<file path="config.mk">
export PLATFORM = sky130hd
export DESIGN_NAME = rss_shade
export DESIGN_NICKNAME = d
export VERILOG_FILES = /design/src/hdl/ray_sphere_hit_sky_shade_defines.svh /design/src/hdl/rss_pkg.sv /design/src/hdl/rss_shade.sv
export SDC_FILE = /design/constraint.sdc
export NUM_CORES = 1
export LEC_CHECK = 0
export ABC_CLOCK_PERIOD_IN_PS = 24400
export BUFFER_PORTS_ARGS = -buffer_cell sky130_fd_sc_hd__buf_2
export CAP_MARGIN = 20
export CORE_ASPECT_RATIO = 0.7
export CORE_UTILIZATION = 45
export CTS_CLUSTER_SIZE = 40
export DETAILED_ROUTE_END_ITERATION = 7
export GPL_ROUTABILITY_DRIVEN = 1
export PLACE_DENSITY = 0.74
export SLEW_MARGIN = 10
export SYNTH_ARGS = -nofsm -noshare
export SYNTH_HDL_FRONTEND = slang
export SYNTH_SLANG_ARGS = --single-unit
export TNS_END_PERCENT = 5
</file>
<file path="constraint.sdc">
create_clock -name clk -period 24.4 [get_ports clk]
set_input_delay 4.88 -clock clk [delete_from_list [all_inputs] [get_ports clk]]
set_output_delay 4.88 -clock clk [all_outputs]
set_load 0.005 [all_outputs]
</file>
<file path="src/hdl/ray_sphere_hit_sky_shade_defines.svh">
// Assertion macros for the ray-sphere shading block.
`ifndef RAY_SPHERE_HIT_SKY_SHADE_DEFINES_SVH
`define RAY_SPHERE_HIT_SKY_SHADE_DEFINES_SVH

// Same-cycle implication, sampled on clk, off during reset.
`define RSS_ASSERT_NOW(lbl, ante, cons, msg) \
	lbl: assert property (@(posedge clk) disable iff (!arst_n) (ante) |-> (cons)) \
		else $error(msg);

// Next-cycle implication, sampled on clk, off during reset.
`define RSS_ASSERT_NEXT(lbl, ante, cons, msg) \
	lbl: assert property (@(posedge clk) disable iff (!arst_n) (ante) |=> (cons)) \
		else $error(msg);

`endif

</file>
<file path="src/hdl/rss_pkg.sv">
// Types and constants shared by the ray-sphere shading block.
package rss_pkg;
	localparam int COORD_W   = 16;
	localparam int RAD_W     = 15;
	localparam int OC_W      = 17;
	localparam int DD_W      = 31;
	localparam int OCD_W     = 33;
	localparam int OCOC_W    = 32;
	localparam int RR_W      = 30;
	localparam int A_W       = 32;
	localparam int H_W       = 35;
	localparam int C_W       = 35;
	localparam int RHS_W     = 55;
	localparam int P_W       = 60;
	localparam int Q_W       = 12;
	localparam int SQ_STEPS  = 12;
	localparam int N_STAGES  = 16;
	localparam int COLOR_W   = 13;
	localparam int CFG_IDX_W = 2;
	localparam int CFG_W     = 16;

	localparam logic [COLOR_W-1:0] ONE_Q12  = 13'd4096;
	localparam logic [COLOR_W-1:0] HALF_Q12 = 13'd2048;

	localparam logic [CFG_IDX_W-1:0] CFG_CENTER_X = 2'd0;
	localparam logic [CFG_IDX_W-1:0] CFG_CENTER_Y = 2'd1;
	localparam logic [CFG_IDX_W-1:0] CFG_CENTER_Z = 2'd2;
	localparam logic [CFG_IDX_W-1:0] CFG_RADIUS   = 2'd3;

	typedef logic signed [COORD_W-1:0] coord_t;
	typedef logic [COLOR_W-1:0] color_t;

	typedef struct packed {
		coord_t             cx;
		coord_t             cy;
		coord_t             cz;
		logic [RAD_W-1:0]   r;
	} sphere_t;

	typedef logic [N_STAGES-1:0] stage_en_t;
endpackage

</file>
<file path="src/hdl/rss_shade.sv">
// Stage 16: sky gradient from q, or pure red on a hit.
module rss_shade (
	input  logic                    clk,
	input  rss_pkg::stage_en_t      en,
	input  logic                    hit_s15,
	input  logic [rss_pkg::Q_W-1:0] q_s15,
	input  logic                    azero_s15,
	input  logic                    dyneg_s15,
	output rss_pkg::color_t         red_s16,
	output rss_pkg::color_t         green_s16,
	output rss_pkg::color_t         blue_s16,
	output logic                    hit_s16
);
	import rss_pkg::*;

	color_t      t;
	logic [13:0] t1;
	logic [14:0] x;
	logic [30:0] m;
	color_t      sky_r, sky_g;

	always_comb begin
		if (azero_s15)
			t = HALF_Q12;
		else if (dyneg_s15)
			t = HALF_Q12 - COLOR_W'(q_s15);
		else
			t = HALF_Q12 + COLOR_W'(q_s15);
		t1    = 14'(t) + 14'd1;
		x     = 15'(t) * 15'd3 + 15'd5;
		// floor(x / 10) by reciprocal, exact for every value of the 15-bit x
		m     = 31'(x) * 31'd52429;
		sky_r = ONE_Q12 - COLOR_W'(t1 >> 1);
		sky_g = ONE_Q12 - COLOR_W'(m[30:19]);
	end

	always_ff @(posedge clk) begin
		if (en[15]) begin
			red_s16   <= hit_s15 ? ONE_Q12 : sky_r;
			green_s16 <= hit_s15 ? '0 : sky_g;
			blue_s16  <= hit_s15 ? '0 : ONE_Q12;
			hit_s16   <= hit_s15;
		end
	end
endmodule
</file>
==> summary.md <==
| Metric | Value |
|---|---|
| Syn_area_per_cell | 9.169 um2 |
| Worst Max-Slew Pin Slew | 0.9289 ns |
| Starting Density | 46.64% |
| Cell Area, Synth | 0.006932 mm2 |
| H-tree depth | 1 |
| Async set or reset register ratio after synthesis | 0% |
| Initial DRC Count | 378 |
| Die W | 150.3 um |
| Synth area leaders | ha_1, fa_1, edfxtp_1 |
| Port-buffer cells | 44 |
| Tcrit/Tclk final | 61.01% |
| Tmin final | 14.89 ns |
| Layout fillers | 1412 |
| Post-synth EDFFs | 28 |
| HP Start | hit_s15 |
| Detailed Place HPWL | 12.31 mm |
| Initial antenna violation count | 0 |
| Slew headroom | 37.92% |
| Diode count | 0 |
| Critical path data arrival time | 14.89 ns |
| Max Root-Sink Buffers | 2 |
| Final Setup Violations | 0 |
| Slowest-stage cell, CP | a2111oi_1 |
| Final WL | 13.96 mm |
| Setup TNS | 0 ns |
| Core Rows | 37 |
| PostCTS Resize Cnt | 0 |
| DR vias | 5227 |
| Slew Viols, Final | 0 |
| Post-synthesis cell count | 756 |
| First-pass GRT wire length | 23.72 mm |
| GRT Resource Usage Total | 18.73% |
| Unique masters post-synth | 75 |
| Final Hold Viols | 0 |
| Grt ovf | 0 |
| DRT antenna net count | 0 |
| FF+latch area | 840.8 um2 |
| Drt drc | 0 |
| Crit Path Max Fanout | 8 |
| Cts bufs inserted | 3 |
| CTS tree | built |
| Fmax | 67.18 MHz |
| Seq/Total Area, Yosys | 12.13% |
| Crit Path Class | in2reg |
| Buf/Inv on CP | 7 |
| Warning count from the yosys run | 0 |
| RSZ-0062 raised after global routing | false |
| CP delay by family, top | adder cells |
| Die Ht | 105.8 um |
| Number of global-route vias before repair | 4825 |
| NumNets Final | 1021 |
| Most used cell, CP | inv_1 |
| Final hold slack | 5.077 ns |
| Hold depth | 1 |
| Post-CTS Setup Repair Bufs | 0 |
| Status | completed |
| Hold Path Class | in2reg |
| Core area | 0.01486 mm2 |
| Root Driver | clkbuf_16 |
| FF+latch count, synth | 28 |
| Layout area overhead | 6.643% |
| WP data required | 24.41 ns |
| Area leader, netlist | ha_1 |
| I/O pins | 72 |
| Routability cong. | 0.9354 |
| Critical Path Source Type | primary input |
| Clk sinks | 28 |
| Layout cells sized above 1 | 10.84% |
| Drt via density | 5.290 |
| Worst stage delay on the critical path | 0.84 ns |
| Max Cap Viol | 0 |
| Largest net degree at the start of global routing | 29 |
| Hold Buf Count CTS | 0 |
| Worst Slack Setup Final | 9.515 ns |
| Critical path endpoint category | register |
| Hold path endpoint | hit_s16 |
| Multi-input gate area | 0.005498 mm2 |
| Die area | 0.01591 mm2 |
| Commonest register cell after synthesis | edfxtp_1 |
| Wire per inst | 14.12 um |
| First-pass iteration count of the detailed router | 5 |
| Pre-CTS setup slack | 9.324 ns |
| CTS clk-pin slew, worst paths | 0.07 ns |
| Yosys top cell area share | 24.55% |
-- Yosys cell counts (6+ instances only) --
library cell and count:
buf_4 13, o21a_1 7, edfxtp_1 28, nor4_1 9
nand2b_1 7, clkbuf_1 6, inv_1 126, xnor2_1 30
a211oi_1 6, mux2i_1 11, or2_2 9, or3_1 6
nand2_1 31, ha_1 136, nor2b_1 7, o21ai_0 20
and2_1 10, fa_1 59, nor2_1 45, xor2_1 22
nand3_1 19, a21oi_1 34, nor3_1 21, o211ai_1 6
-- placed cells by master (no fill, tap or decap), types with 6 or more instances in the layout --
master | synthesis | final
a211oi_1 | 6 | 6
a21oi_1 | 34 | 34
and2_1 | 10 | 10
buf_2 | 0 | 44
conb_1 | 1 | 12
edfxtp_1 | 28 | 28
fa_1 | 59 | 59
ha_1 | 136 | 136
inv_1 | 126 | 126
mux2i_1 | 11 | 11
nand2_1 | 31 | 31
nand2b_1 | 7 | 7
nand3_1 | 19 | 19
nor2_1 | 45 | 45
nor2b_1 | 7 | 7
nor3_1 | 21 | 21
nor4_1 | 9 | 9
o211ai_1 | 6 | 6
o21a_1 | 7 | 7
o21ai_0 | 20 | 20
or2_2 | 9 | 9
or3_1 | 6 | 6
xnor2_1 | 30 | 30
xor2_1 | 22 | 22
-- per-layer routing --
layer / vias to the layer above / wire length, um / share of wire [%] / global-route usage [%]
met3: 4 / 768 / 5.5 / 3.506
met1: 2457 / 7637 / 55 / 30.41
li1: 2651 / - / - / -
met5: - / 0 / 0 / 0
met2: 115 / 5481 / 39 / 26.00
met4: 0 / 69 / 0.49 / 1.227
-- stage by stage --
stage | instances | utilization [%] | instance area (um2)
global route | 988 | 49.74 | 7392
finish | 988 | 49.74 | 7392
floorplan | 767 | - | 6973
detailed placement | 984 | 49.04 | 7287
CTS | 988 | 49.74 | 7392
global placement | 984 | 49.04 | 7287
-- kinds of logic after synthesis --
| logic type | count (synthesis) | synth area share, % |
|---|---|---|
| and+or+nand+nor | 197 | 15.29 |
| adders and majority gates | 195 | 41.59 |
| buffers and inverters | 150 | 9.151 |
| AOI/OAI and AO/OA | 115 | 12.11 |
| xor gates and xnor gates | 55 | 7.274 |
| DFF | 28 | 12.13 |
| muxes | 15 | 2.401 |
| other | 1 | 0.05410 |
-- flip-flops by register name (all words and copies together) (netlist names) --
name / flops
green_s16: 13
red_s16: 13
blue_s16: 1
hit_s16: 1
-- cell type report --
cell class                      count  area share, %
Clock buffer                        3          1.016
Clock inverter                      1         0.4062
Inverter                          127          6.449
Multi-Input combinational cell    589          74.37
Sequential cell                    28          11.37
Tap cell                          195          3.301
Timing Repair Buffer               45          3.081
-- how the worst max path moves through the flow --
stage              from       endpoint  slack (ns)  cells past startpoint
2_1_floorplan  q_s15[0]   green_s16[9]       10.62                     35
3_3_place_gp   q_s15[2]   green_s16[9]        9.44                     35
3_5_place_dp   q_s15[2]   green_s16[9]        9.32                     34
4_1_cts        q_s15[2]   green_s16[9]        9.59                     34
5_1_grt        q_s15[2]  green_s16[10]        8.79                     34
6_report       q_s15[2]  green_s16[10]        9.51                     34
Power is left out: the tool's default activity adds up to more than one toggle a clock period on the data nets, which glitch-free logic cannot reach.
