<file path="src/hdl/ray_sphere_hit_sky_shade_defines.svh">
// Assertion macros for the ray-sphere shading block.
`ifndef RAY_SPHERE_HIT_SKY_SHADE_DEFINES_SVH
`define RAY_SPHERE_HIT_SKY_SHADE_DEFINES_SVH

// Same-cycle implication, sampled on clk, off during reset.
`define RSS_ASSERT_NOW(lbl, ante, cons, msg) \
	lbl: assert property (@(posedge clk) disable iff (!arst_n) (ante) |-> (cons)) \
		else $error(msg);

// Next-cycle implication, sampled on clk, off during reset.
`define RSS_ASSERT_NEXT(lbl, ante, cons, msg) \
	lbl: assert property (@(posedge clk) disable iff (!arst_n) (ante) |=> (cons)) \
		else $error(msg);

`endif

</file>
<file path="src/hdl/rss_pkg.sv">
// Types and constants shared by the ray-sphere shading block.
package rss_pkg;
	localparam int COORD_W   = 16;
	localparam int RAD_W     = 15;
	localparam int OC_W      = 17;
	localparam int DD_W      = 31;
	localparam int OCD_W     = 33;
	localparam int OCOC_W    = 32;
	localparam int RR_W      = 30;
	localparam int A_W       = 32;
	localparam int H_W       = 35;
	localparam int C_W       = 35;
	localparam int RHS_W     = 55;
	localparam int P_W       = 60;
	localparam int Q_W       = 12;
	localparam int SQ_STEPS  = 12;
	localparam int N_STAGES  = 16;
	localparam int COLOR_W   = 13;
	localparam int CFG_IDX_W = 2;
	localparam int CFG_W     = 16;

	localparam logic [COLOR_W-1:0] ONE_Q12  = 13'd4096;
	localparam logic [COLOR_W-1:0] HALF_Q12 = 13'd2048;

	localparam logic [CFG_IDX_W-1:0] CFG_CENTER_X = 2'd0;
	localparam logic [CFG_IDX_W-1:0] CFG_CENTER_Y = 2'd1;
	localparam logic [CFG_IDX_W-1:0] CFG_CENTER_Z = 2'd2;
	localparam logic [CFG_IDX_W-1:0] CFG_RADIUS   = 2'd3;

	typedef logic signed [COORD_W-1:0] coord_t;
	typedef logic [COLOR_W-1:0] color_t;

	typedef struct packed {
		coord_t             cx;
		coord_t             cy;
		coord_t             cz;
		logic [RAD_W-1:0]   r;
	} sphere_t;

	typedef logic [N_STAGES-1:0] stage_en_t;
endpackage

</file>
<file path="src/hdl/rss_disc.sv">
// Stages 4 to 15: discriminant h*h - a*c by partial products, then hit delay.
module rss_disc (
	input  logic                           clk,
	input  rss_pkg::stage_en_t             en,
	input  logic [rss_pkg::A_W-1:0]        a_s3,
	input  logic signed [rss_pkg::H_W-1:0] h_s3,
	input  logic signed [rss_pkg::C_W-1:0] c_s3,
	output logic                           hit_s15
);
	import rss_pkg::*;

	localparam int DLY = 10;

	logic [H_W-1:0]         hneg;
	logic [32:0]            habs;
	logic [33:0]            ll;
	logic [32:0]            lh;
	logic [31:0]            hhp;
	logic [49:0]            aclo;
	logic signed [49:0]     achi;

	logic [33:0]        ll_s4;
	logic [32:0]        lh_s4;
	logic [31:0]        hh_s4;
	logic [49:0]        aclo_s4;
	logic signed [49:0] achi_s4;

	logic [65:0]        hsq;
	logic signed [67:0] ac;
	logic signed [69:0] disc;

	logic hit_s5;
	logic hit_dly_s [DLY];

	assign hneg = h_s3[H_W-1] ? H_W'(-h_s3) : H_W'(h_s3);
	assign habs = hneg[32:0];
	assign ll   = 34'(habs[16:0]) * 34'(habs[16:0]);
	assign lh   = 33'(habs[16:0]) * 33'(habs[32:17]);
	assign hhp  = 32'(habs[32:17]) * 32'(habs[32:17]);
	assign aclo = 50'(a_s3) * 50'(c_s3[17:0]);
	assign achi = $signed({1'b0, a_s3}) * $signed(c_s3[C_W-1:18]);

	always_ff @(posedge clk) begin
		if (en[3]) begin
			ll_s4   <= ll;
			lh_s4   <= lh;
			hh_s4   <= hhp;
			aclo_s4 <= aclo;
			achi_s4 <= achi;
		end
	end

	assign hsq  = 66'(ll_s4) + (66'(lh_s4) << 18) + (66'(hh_s4) << 34);
	assign ac   = $signed({18'b0, aclo_s4}) + (68'(achi_s4) <<< 18);
	assign disc = $signed({4'b0, hsq}) - 70'(ac);

	always_ff @(posedge clk) begin
		if (en[4])
			hit_s5 <= !disc[69] && (disc != '0);
	end

	for (genvar g = 0; g < DLY; g++) begin : g_dly
		always_ff @(posedge clk) begin
			if (en[5+g]) begin
				if (g == 0)
					hit_dly_s[g] <= hit_s5;
				else
					hit_dly_s[g] <= hit_dly_s[(g == 0) ? 0 : g-1];
			end
		end
	end

	assign hit_s15 = hit_dly_s[DLY-1];
endmodule

</file>
<file path="config.mk">
export PLATFORM = sky130hd
export DESIGN_NAME = rss_disc
export DESIGN_NICKNAME = d
export VERILOG_FILES = /design/src/hdl/ray_sphere_hit_sky_shade_defines.svh /design/src/hdl/rss_pkg.sv /design/src/hdl/rss_disc.sv
export SDC_FILE = /design/constraint.sdc
export NUM_CORES = 2
export LEC_CHECK = 0
export BUFFER_PORTS_ARGS = -buffer_cell sky130_fd_sc_hd__clkbuf_2
export CORE_ASPECT_RATIO = 1.75
export CORE_UTILIZATION = 40
export CTS_CLUSTER_DIAMETER = 100
export DETAILED_ROUTE_END_ITERATION = 8
export PLACE_DENSITY_LB_ADDON = 0.15
export SLEW_MARGIN = 10
export SYNTH_ARGS = -nofsm -noshare
export SYNTH_HDL_FRONTEND = slang
export SYNTH_SLANG_ARGS = --single-unit
</file>
<file path="constraint.sdc">
create_clock -name clk -period 8.8 [get_ports clk]
set_input_delay 0 -clock clk [delete_from_list [all_inputs] [get_ports clk]]
set_output_delay 0 -clock clk [all_outputs]
set_load 0.05 [all_outputs]
</file>
==> flow_metrics.py <==
metrics = {
    "status": {
        "status": "complete, no violations",
    },
    "timing": {
        "period_share": 0.942,
        "max_freq_mhz": 121,
        "rsz0062_at_grt": "no",
        "slew_headroom": 0.115,
        "hold_slack_ns": 0.0131,
        "fin_crit_ns": 8.29,
        "setup_viol": 0,
        "drv_slew": 0,
        "tns_ns": 0,
        "hold_viol_final": 0,
        "tightestPinTransition_ns": 1.31,
        "finClkSkew_ns": 0.0255,
    },
    "layout": {
        "final_cell_count_no_fill": 10600,
        "area_growth_pct": 7.11,
        "fin_area_um2": 77400,
        "drive_above_1_share": 0.0584,
        "nets": 10500,
    },
    "floorplanning": {
        "core-area_um2": 180000,
        "die_w_um": 323,
        "initial_core_util": 0.402,
        "die_area_um2": 183000,
        "die_y_um": 564,
        "ios": 120,
        "num_rows": 206,
    },
    "cts": {
        "clockBufferDepth": 3,
        "clock_sinks": 208,
        "ctsRootBufferMaster": "clkbuf_16",
        "cts_tree": "built",
        "h-tree-depth": 1,
        "cts_setup_buffers": 0,
        "path_clk_slew_ns": 0.07,
        "cts_resized": 0,
        "clkLatencyLatePin_ns": 0.58,
        "numCtsBuffers": 19,
    },
    "min_path": {
        "min_from": "en[3]",
        "whs_path_depth": 1,
        "hold_end": "achi_s4[42]",
        "hold_path_class": "in -> reg",
    },
    "yosys": {
        "netlist_area_um2": 72300,
        "synthArstFlopShare": 0,
        "ys_top_cells_by_area": "fa_1 (41%), ha_1 (12%), inv_1 (9.0%)",
        "syn_area_per_cell_um2": 8.94,
        "synth_seq_cells": 208,
        "yosys_most_used_dff": "edfxtp_1",
        "synth_top_cell_by_area": "fa_1",
        "synth_top_area_frac": 0.414,
        "yosysMostFrequentCell": "inv_1",
        "synth_edf_count": 208,
        "yosysSeqAreaShare": 0.0864,
        "syn-num-nets": 10400,
        "synth_commonest_cells": "inv_1 (1,739), fa_1 (1,495), nand2_1 (1,208)",
        "syn_inst": 8086,
        "synth_warnings": 0,
        "ys_types": 92,
    },
    "detailed_routing": {
        "first_pass_iters": 6,
        "ant_nets": 0,
        "vias": 54400,
        "drc_errors": 0,
        "wl_per_cell_um": 22.0,
        "wl_um": 232000,
        "drt_iter0_drc": 2181,
        "viasPerCell": 5.15,
    },
    "setup_path": {
        "rr_startpoint": "ll_s4[18]",
        "slowest_stage": "or4_1",
        "crit_fanout": 8,
        "r2r_cells": 29,
        "crit_type": "in -> reg",
        "crit_required_ns": 9.10,
        "cp_top_family": "adder cells",
        "r2r-end": "hit_s5",
        "crit_path_end_kind": "flip-flop",
        "cp-start-kind": "input port",
        "worst-path-buf-inv": 7,
        "crit_path_max_incr_delay_ns": 0.69,
        "cpMostUsedCell": "fa_1",
        "ff2ff_setup_slack_ns": 0.67,
        "critPathArrivalTime_ns": 8.60,
    },
    "grt": {
        "grt_overflow": 0,
        "antenna_found_initial": 12,
        "grt_usage": 0.263,
        "grt_pass1_vias": 61200,
        "grt_pass1_wl_um": 357000,
        "grt_max_degree": 70,
    },
    "placement": {
        "io_buffers": 114,
        "dpl.hpwl_um": 201000,
        "dp.cells": 10500,
        "routabilityCongestion": 0.967,
        "post_dp_cell_area_um2": 76700,
    },
    "job": {
        "max_cap_violations": 0,
    },
}
## worst max-delay path by stage
| stage | start | endpoint | cells after the start |
|---|---|---|---|
| 2_1_floorplan | h_s3[9] | hh_s4[31] | 31 |
| 3_3_place_gp | h_s3[9] | lh_s4[32] | 33 |
| 3_5_place_dp | h_s3[9] | lh_s4[32] | 33 |
| 4_1_cts | h_s3[9] | lh_s4[32] | 33 |
| 5_1_grt | h_s3[9] | lh_s4[32] | 33 |
| 6_report | h_s3[9] | lh_s4[32] | 33 |
## per-stage QoR
stage	setup WS [ns]	utilization
after floorplan	0.529	-
after global placement	-0.0811	0.427
after detailed placement	-0.166	0.427
after CTS	0.425	0.431
after global routing	0.0646	0.431
final	0.510	0.431
## per-layer routing
layer  vias up  part of all wire  GRT usage
met1     28000              0.32      0.245
met2      1104              0.58      0.532
li1      24800                 -          -
met5         -           0.00020          0
met3       547             0.024     0.0155
met4         8             0.080      0.178
## cell families after synthesis
family                     count (synthesis)  share of synthesized area
AOI/OAI and AO/OA                        820                     0.0732
xor gates and xnor gates                 352                     0.0426
adders and majority gates               2211                      0.538
buffers and inverters                   2108                      0.110
DFF                                      208                     0.0864
muxes                                      7                   0.000987
and+or+nand+nor                         2380                      0.149
## area by class of cell
type	instances	area, um2
Sequential cell	208	6250
Tap cell	2392	2990
Antenna cell	22	55.1
Clock inverter	14	115
Multi-Input combinational cell	5770	58200
Inverter	1748	6560
Fill cell	18200	102000
Timing Repair Buffer	395	2800
Clock buffer	19	475
## sequential cells by signal (all words and copies together) (netlist names)
signal     cells
aclo_s4       50
hh_s4         31
achi_s4       50
hit_dly_s     10
hit_s5         1
lh_s4         33
ll_s4         33
## layout by cell type, fill, tap and decap left out, types with 113 or more instances in the layout
| cell type | count |
|---|---|
| buf_4 | 263 |
| fa_1 | 1495 |
| and2_1 | 345 |
| nand2_1 | 1208 |
| ha_1 | 716 |
| clkbuf_2 | 113 |
| xnor2_1 | 227 |
| nor2_1 | 418 |
| inv_1 | 1739 |
| a21oi_1 | 283 |
| edfxtp_1 | 208 |
| o21ai_0 | 129 |
## what timing repair did
action	in CTS	in global routing
setup endpoints to repair	0	0
hold buffers	11	0
hold endpoints to repair	11	0
Power is not shown: default switching activity piles up to over one toggle a cycle in this logic, so the estimate is an artifact.
